`config.mk`:
```
export PLATFORM = sky130hd
export DESIGN_NAME = ezr_cordic
export DESIGN_NICKNAME = d
export VERILOG_FILES = /design/src/sv/ezr_pkg.sv /design/src/sv/ezr_cordic.sv
export SDC_FILE = /design/constraint.sdc
export NUM_CORES = 2
export LEC_CHECK = 0
export BUFFER_PORTS_ARGS = -buffer_cell sky130_fd_sc_hd__clkbuf_2
export CAP_MARGIN = 20
export CORE_MARGIN = 8
export CORE_UTILIZATION = 45
export DETAILED_ROUTE_END_ITERATION = 8
export GPL_TIMING_DRIVEN = 0
export HOLD_SLACK_MARGIN = 0.03
export SYNTH_ARGS = -nofsm -noshare
export SYNTH_HDL_FRONTEND = slang
export SYNTH_SLANG_ARGS = --single-unit
```
`constraint.sdc`:
```
create_clock -name clock -period 9.6 [get_ports clock]
set_input_delay 1.92 -clock clock [delete_from_list [all_inputs] [get_ports clock]]
set_output_delay 1.92 -clock clock [all_outputs]
set_load 0.01 [all_outputs]
```
`src/sv/ezr_pkg.sv`:
```
// ---------------------------------------------------------------------------
// ezr_pkg: shared constants for the Euler XYZ rotation matrix block
// Fixed-point widths, angle constants and the CORDIC arctangent table.
// ---------------------------------------------------------------------------
package ezr_pkg;

   localparam int SINCOS_ITERATIONS_DEF = 16;
   localparam int MAX_ITERATIONS        = 24;

   // Field widths
   localparam int ANGLE_W = 16;
   localparam int ELEM_W  = 16;

   // Internal widths: Q.30 angle after wrap and CORDIC x/y, Q.20 sin/cos
   localparam int ZRAW_W = 36;
   localparam int Z_W    = 33;
   localparam int XY_W   = 33;
   localparam int SC_W   = 23;
   localparam int PROD_W = 2 * SC_W;
   localparam int TRI_W  = PROD_W - 20;
   localparam int SUM_W  = TRI_W + SC_W + 1;

   // Angle constants, Q.30
   localparam logic signed [ZRAW_W-1:0] PI_Q30      = 36'sd3373259426;
   localparam logic signed [ZRAW_W-1:0] TWO_PI_Q30  = 36'sd6746518852;
   localparam logic signed [Z_W-1:0]    HALF_PI_Q30 = 33'sd1686629713;
   localparam logic signed [XY_W-1:0]   K_Q30       = 33'sd652032874;

   localparam logic signed [15:0] ONE_Q14 = 16'sd16384;

   // atan(2^-i) in Q.30
   localparam logic signed [Z_W-1:0] ATAN_TAB [MAX_ITERATIONS] = '{
      33'sd843314857, 33'sd497837829, 33'sd263043837, 33'sd133525159,
      33'sd67021687,  33'sd33543516,  33'sd16775851,  33'sd8388437,
      33'sd4194283,   33'sd2097149,   33'sd1048576,   33'sd524288,
      33'sd262144,    33'sd131072,    33'sd65536,     33'sd32768,
      33'sd16384,     33'sd8192,      33'sd4096,      33'sd2048,
      33'sd1024,      33'sd512,       33'sd256,       33'sd128
   };

endpackage

```
`src/sv/ezr_cordic.sv`:
```
// ---------------------------------------------------------------------------
// ezr_cordic: pipelined sine/cosine unit
// Wraps a Q3.12 angle into [-pi, pi], folds it into [-pi/2, pi/2], runs one
// rotation-mode CORDIC step per stage and rounds both results to Q.20.
// One angle per cycle; the wrap, the fold, each iteration and the rounded results are registered.
// ---------------------------------------------------------------------------
module ezr_cordic #(
   parameter int SINCOS_ITERATIONS = ezr_pkg::SINCOS_ITERATIONS_DEF
) (
   input  logic                                   clock,
   input  logic signed [ezr_pkg::ANGLE_W-1:0]     angle,
   output logic signed [ezr_pkg::SC_W-1:0]        sin_q20,
   output logic signed [ezr_pkg::SC_W-1:0]        cos_q20
);

   localparam int N = SINCOS_ITERATIONS;

   logic signed [ezr_pkg::ZRAW_W-1:0] zraw;
   logic signed [ezr_pkg::ZRAW_W-1:0] zwrap_in;
   logic signed [ezr_pkg::Z_W-1:0]    zwrap_ff;
   logic signed [ezr_pkg::Z_W-1:0]    zfold_in;
   logic                              neg_in;

   logic signed [ezr_pkg::XY_W-1:0] x_ff [0:N];
   logic signed [ezr_pkg::XY_W-1:0] y_ff [0:N];
   logic signed [ezr_pkg::Z_W-1:0]  z_ff [0:N];
   logic                            neg_ff [0:N];

   logic signed [ezr_pkg::XY_W-1:0] xf, yf;
   logic signed [ezr_pkg::XY_W-1:0] cos_rnd, sin_rnd;
   logic signed [ezr_pkg::SC_W-1:0] sin_ff, cos_ff;

   // Stage A: scale to Q.30 and wrap by two pi
   always_comb begin
      zraw = ezr_pkg::ZRAW_W'(angle) <<< 18;
      if (zraw > ezr_pkg::PI_Q30) begin
         zwrap_in = zraw - ezr_pkg::TWO_PI_Q30;
      end else if (zraw < -ezr_pkg::PI_Q30) begin
         zwrap_in = zraw + ezr_pkg::TWO_PI_Q30;
      end else begin
         zwrap_in = zraw;
      end
   end

   always_ff @(posedge clock) begin
      zwrap_ff <= zwrap_in[ezr_pkg::Z_W-1:0];
   end

   // Stage B: fold into the right half plane
   always_comb begin
      if (zwrap_ff > ezr_pkg::HALF_PI_Q30) begin
         zfold_in = zwrap_ff - ezr_pkg::PI_Q30[ezr_pkg::Z_W-1:0];
         neg_in   = 1'b1;
      end else if (zwrap_ff < -ezr_pkg::HALF_PI_Q30) begin
         zfold_in = zwrap_ff + ezr_pkg::PI_Q30[ezr_pkg::Z_W-1:0];
         neg_in   = 1'b1;
      end else begin
         zfold_in = zwrap_ff;
         neg_in   = 1'b0;
      end
   end

   always_ff @(posedge clock) begin
      x_ff[0]   <= ezr_pkg::K_Q30;
      y_ff[0]   <= '0;
      z_ff[0]   <= zfold_in;
      neg_ff[0] <= neg_in;
   end

   // CORDIC iterations, one per stage
   for (genvar i = 0; i < N; i++) begin : g_iter
      logic signed [ezr_pkg::XY_W-1:0] dx, dy;
      assign dx = y_ff[i] >>> i;
      assign dy = x_ff[i] >>> i;
      always_ff @(posedge clock) begin
         neg_ff[i+1] <= neg_ff[i];
         if (z_ff[i] >= 0) begin
            x_ff[i+1] <= x_ff[i] - dx;
            y_ff[i+1] <= y_ff[i] + dy;
            z_ff[i+1] <= z_ff[i] - ezr_pkg::ATAN_TAB[i];
         end else begin
            x_ff[i+1] <= x_ff[i] + dx;
            y_ff[i+1] <= y_ff[i] - dy;
            z_ff[i+1] <= z_ff[i] + ezr_pkg::ATAN_TAB[i];
         end
      end
   end

   // Final stage: undo the fold and round to Q.20
   always_comb begin
      xf      = neg_ff[N] ? -x_ff[N] : x_ff[N];
      yf      = neg_ff[N] ? -y_ff[N] : y_ff[N];
      cos_rnd = (xf + ezr_pkg::XY_W'(512)) >>> 10;
      sin_rnd = (yf + ezr_pkg::XY_W'(512)) >>> 10;
   end

   always_ff @(posedge clock) begin
      cos_ff <= cos_rnd[ezr_pkg::SC_W-1:0];
      sin_ff <= sin_rnd[ezr_pkg::SC_W-1:0];
   end

   assign sin_q20 = sin_ff;
   assign cos_q20 = cos_ff;

endmodule

```
Word level (Yosys, flattened, before mapping):

Memories as Yosys holds them, arrays and structs flattened.
Index checks and enable logic that the tools add are counted.

* register bits: 79
* memory bits (writable): 1700
* input bits: 17
* output and inout bits: 46
* logic and storage cells: 282
* memories: 4

Memories
* x_ff: words 17, width 33, rd ports 17, clocked after memory_dff 0, write ports 17, line ezr_cordic.sv:24 `logic signed [ezr_pkg::XY_W-1:0] x_ff [0:N];`
* y_ff: words 17, width 33, rd ports 17, clocked after memory_dff 0, write ports 17, line ezr_cordic.sv:25 `logic signed [ezr_pkg::XY_W-1:0] y_ff [0:N];`
* z_ff: words 17, width 33, rd ports 16, clocked after memory_dff 0, write ports 17, line ezr_cordic.sv:26 `logic signed [ezr_pkg::Z_W-1:0] z_ff [0:N];`
* neg_ff: words 17, width 1, rd ports 17, clocked after memory_dff 0, write ports 17, line ezr_cordic.sv:27 `logic neg_ff [0:N];`

* add/sub/neg operators: 103
* order comparisons: 20
* multiplexer cells: 104
* bitwise operators: 48

Operators by type and width (number)
* $mux W33: 54
* $ge A33 B1 Y1 const B: 16
* $add A33 B11 Y33 const B: 2
* $add A33 B18 Y33: 2
* $add A33 B19 Y33: 2
* $add A33 B20 Y33: 2
* $add A33 B21 Y33: 2
* $add A33 B22 Y33: 2
* $add A33 B22 Y33 const B: 2
* $add A33 B23 Y33: 2
* $add A33 B24 Y33: 2
* $add A33 B25 Y33: 2
* $add A33 B26 Y33: 2
* $add A33 B27 Y33: 2
* $add A33 B28 Y33: 2
* $add A33 B29 Y33: 2
* $add A33 B30 Y33: 2
* $add A33 B31 Y33: 2
* $add A33 B32 Y33: 2
* $add A33 B32 Y33 const B: 2
* $neg A33 Y33: 2
* $sub A33 B18 Y33: 2
* $sub A33 B19 Y33: 2
* $sub A33 B20 Y33: 2
* other kinds (50): 161

Logic depth before layout (Yosys ltp):

An unclocked memory read counts as a cell.

* depth after elaboration: 5
* mapped depth: 20
* depth with buffers taken out: 20

Worst setup path before layout:

No wires, ideal clock.

* path type: register -> register
* start point: memory y_ff[8][15] (netlist bit)
* end point: memory x_ff[9][31] (netlist bit)
* library setup time: 0.072 ns
* data arrival time: 4.641 ns
* data required time: 9.528 ns
* path slack: 4.887 ns
* cell stages (with the launch flop): 18
* buffers on the path: 0
* clock period less this slack: 4.713 ns
* cells stage by stage: dfxtp_1 or4_1 or4_4 or4_4 or2_2 o21ai_0 xor2_1 ha_1 and3_1 and4_1 and3_1 o311ai_0 nand2_1 o41ai_1 o21a_1 o21a_1 a311o_1 xnor2_1

RTL lines (line)
* from (decl): ezr_cordic.sv:25
* to (decl): ezr_cordic.sv:24

==> results by group <==
Synthesis
  • Post-synth EDFFs: 0
  • Yosys top cell by area: dfxtp_1
  • Synth area leaders: dfxtp_1 (28%), ha_1 (16%), xnor2_1 (10%)
  • Share of the synthesized area in the top cell type: between 20% and 30%
  • Cell Area, Synth: about 0.10 mm2
  • Post-synthesis cell type count: 97
  • Syn Inst Count: approximately 12000
  • Synth Warn #: 0
  • Avg Inst Size Synth: 8.55 um2
  • Synthesized Nets: between 10000 and 15000
  • Async SR Flop Fraction: 0%
  • Flops & latches, synth: 1447
  • Top FF cell, synth: dfxtp_1
  • Sequential share of the synthesized area: about 28%

STA
  • Fmax: approximately 150 MHz
  • Max Slew Vio Count: 0
  • Tmin final: between 6 and 7 ns
  • Worst-Margin Slew: roughly 1.2 ns
  • Final Hold Vio Count: 0
  • Final setup vio count: 0
  • Final WS setup: around 3 ns
  • Slew HR: between 10% and 20%
  • Final Cycle Share: roughly 68%
  • Setup TNS: 0 ns
  • RSZ-0062 raised after global routing: false
  • Setup Skew: roughly 0.033 ns

Setup path
  • Critical Path, Cell by Cell: clkbuf_1, clkbuf_1, o21ai_0, fa_1, a21o_1, a21oi_1, o21ai_0, a31oi_1, a21oi_1, a2111oi_0, or3_1, a31oi_1, mux2i_1, o311ai_0
  • Worst Path Buf+Inv: 2
  • Crit-path leading delay family: compound AO/OA/AOI/OAI gates
  • CP peak stage delay: 1.01 ns
  • CP Launch Type: flip-flop
  • Crit path arrival time: roughly 7 ns
  • Max stage delay cell, worst path: dfxtp_1
  • Worst path required time: roughly 10 ns
  • Worst-path fanout max: 23
  • CP endpoint kind: flip-flop
  • Worst path depth: 14
  • Reg2reg path depth: 14
  • CP Class: flip-flop to flip-flop

Clocking
  • Post-CTS setup buffer count: 0
  • # H-tree levels: 4
  • CTS Buffer Depth: 3
  • Post_cts resized: 0
  • CTS Root Cell: clkbuf_16
  • Inserted Clock Buffers: between 150 and 200
  • Cts hold-fix bufs: 0
  • Clock Latency Late Sink: roughly 0.83 ns
  • Clock sinks: 1447
  • CTS tree: built
  • Clock transition at the registers of the reported paths: approximately 0.060 ns

Global route
  • Largest net degree at the start of global routing: 25
  • Met2 usage: between 30% and 40%
  • Busiest grt layer: met2
  • Vias in the first global route: 87200
  • Met3 Use GR: approximately 2.6%
  • M1 GR Usage: between 20% and 30%
  • GRT Residual Overflow: 0
  • First-pass GRT wire length: approximately 470 mm
  • Initial antenna violation count: 5
  • Total track usage: about 22%

Floorplanning
  • Die height: 499 um
  • Initial Util: 45.2%
  • Area of the core: ~0.23 mm2
  • Die Area: around 0.25 mm2
  • Rows: ~180
  • Die W: between 400 and 500 um
  • IO Count: between 60 and 70

Worst hold path
  • Hold WC Path Type: flip-flop to flip-flop
  • Hold Path Stages: 0

Route
  • Vias per inst: between 5 and 6
  • Vias: ~90000
  • Drc violations: 0
  • Drt wl/cell: 18.6 um
  • Final WL: 292 mm
  • Drt pass-1 iters: 8
  • Iter 0 DRT Violations: roughly 5800
  • Post-DRT Antenna Nets: 0

Cells and area
  • Fin nets: approximately 14000
  • Filler instances: ~22000
  • Multi-input gate area: roughly 0.073 mm2
  • Synth-to-layout area growth: 9.99%
  • Commonest non-fill, non-tap cell in the layout: dfxtp_1
  • Most frequent cells in the layout: dfxtp_1 (1447), ha_1 (1318), xnor2_1 (1204)
  • Register Area: about 0.029 mm2
  • Share of layout cells above drive strength 1: 4.20%

Place
  • Detail Placement HPWL: ~240 mm
  • Place WS: 3.05 ns
  • IO buf count: 58
  • RePlAce Congestion: 0.915

Flow run
  • Max-cap viol count: 0

Run status
  • Status: complete, no violations
[through the flow]
| step | std cells | hold slack, ns | instance area (um2) | utilization [%] |
|---|---|---|---|---|
| after floorplan | 12300 | 0.310 | 105000 | - |
| after detailed placement | 15400 | 0.312 | 109000 | 47.0 |
| after global routing | 15700 | 0.330 | 115000 | 49.7 |
| final | 15700 | 0.319 | 115000 | 49.7 |
| after global placement | 15400 | 0.312 | 109000 | 47.0 |
| after CTS | 15700 | 0.321 | 115000 | 49.7 |
[flip-flops by register name (all words and copies together) (netlist names)]
| name | flops |
|---|---|
| cos_q20 | 23 |
| neg_ff | 16 |
| sin_q20 | 23 |
| x_ff | 470 |
| y_ff | 496 |
| z_ff | 401 |
| zwrap_ff | 18 |
[cell type report]
class,instances,share of cell area (%)
Clock inverter,91,1.12
Timing Repair Buffer,72,0.483
Inverter,524,1.70
Multi-Input combinational cell,10100,63.5
Tap cell,3043,3.30
Buffer,187,0.614
Sequential cell,1447,25.1
Antenna cell,1,0.00217
Clock buffer,224,4.18
[worst register-to-register path: stages, from the launching register on]
cell       delay, ns
dfxtp_1         1.01
clkbuf_1        0.63
clkbuf_1        0.64
o21ai_0         0.39
fa_1            0.52
a21o_1          0.18
a21oi_1         0.27
o21ai_0         0.13
a31oi_1         0.51
a21oi_1         0.38
a2111oi_0       0.98
or3_1           0.28
a31oi_1         0.11
mux2i_1         0.16
o311ai_0        0.16
[worst paths after layout]
path | slack, ns | start | endpoint
worst max-delay path | 3.08 | z_ff[5][32]$_DFF_P_ | y_ff[6][32]$_DFF_P_
worst min register to register | 0.32 | neg_ff[0][7]$_DFF_P_ | neg_ff[0][8]$_DFF_P_
worst min-delay path | 0.32 | neg_ff[0][7]$_DFF_P_ | neg_ff[0][8]$_DFF_P_
worst max register to register | 3.08 | z_ff[5][32]$_DFF_P_ | y_ff[6][32]$_DFF_P_
[synthesized netlist by cell type, types with 128 or more instances]
cell type / n
dfxtp_1: 1447
a21oi_1: 968
o31ai_1: 231
xor2_1: 597
o21a_1: 195
and3_1: 135
o21ai_0: 778
nand2b_1: 172
nor2_1: 883
or3_1: 128
a21o_1: 470
clkbuf_1: 158
xnor2_1: 1204
o21bai_1: 163
nor3_1: 240
ha_1: 1318
nand3_1: 252
inv_1: 519
nor2b_1: 150
nand2_1: 773
[cells by family after synthesis]
family	share of synthesized area (%)
AOI/OAI and AO/OA	22.6
xor gates and xnor gates	15.0
adders and majority gates	16.5
buffers and inverters	2.55
DFF	27.6
muxes	0.607
and+or+nand+nor	15.1
[routing by layer]
| metal | up-vias | part of all wire, % | wire, um |
|---|---|---|---|
| li1 | 45200 | - | - |
| met1 | 42600 | 46 | 135000 |
| met2 | 1947 | 47 | 136000 |
| met3 | 434 | 4.3 | 12400 |
| met4 | 4 | 3.0 | 8700 |
| met5 | - | 0.0089 | 26 |
Power is not shown: default switching activity piles up to over one toggle a cycle in this logic, so the estimate is an artifact.
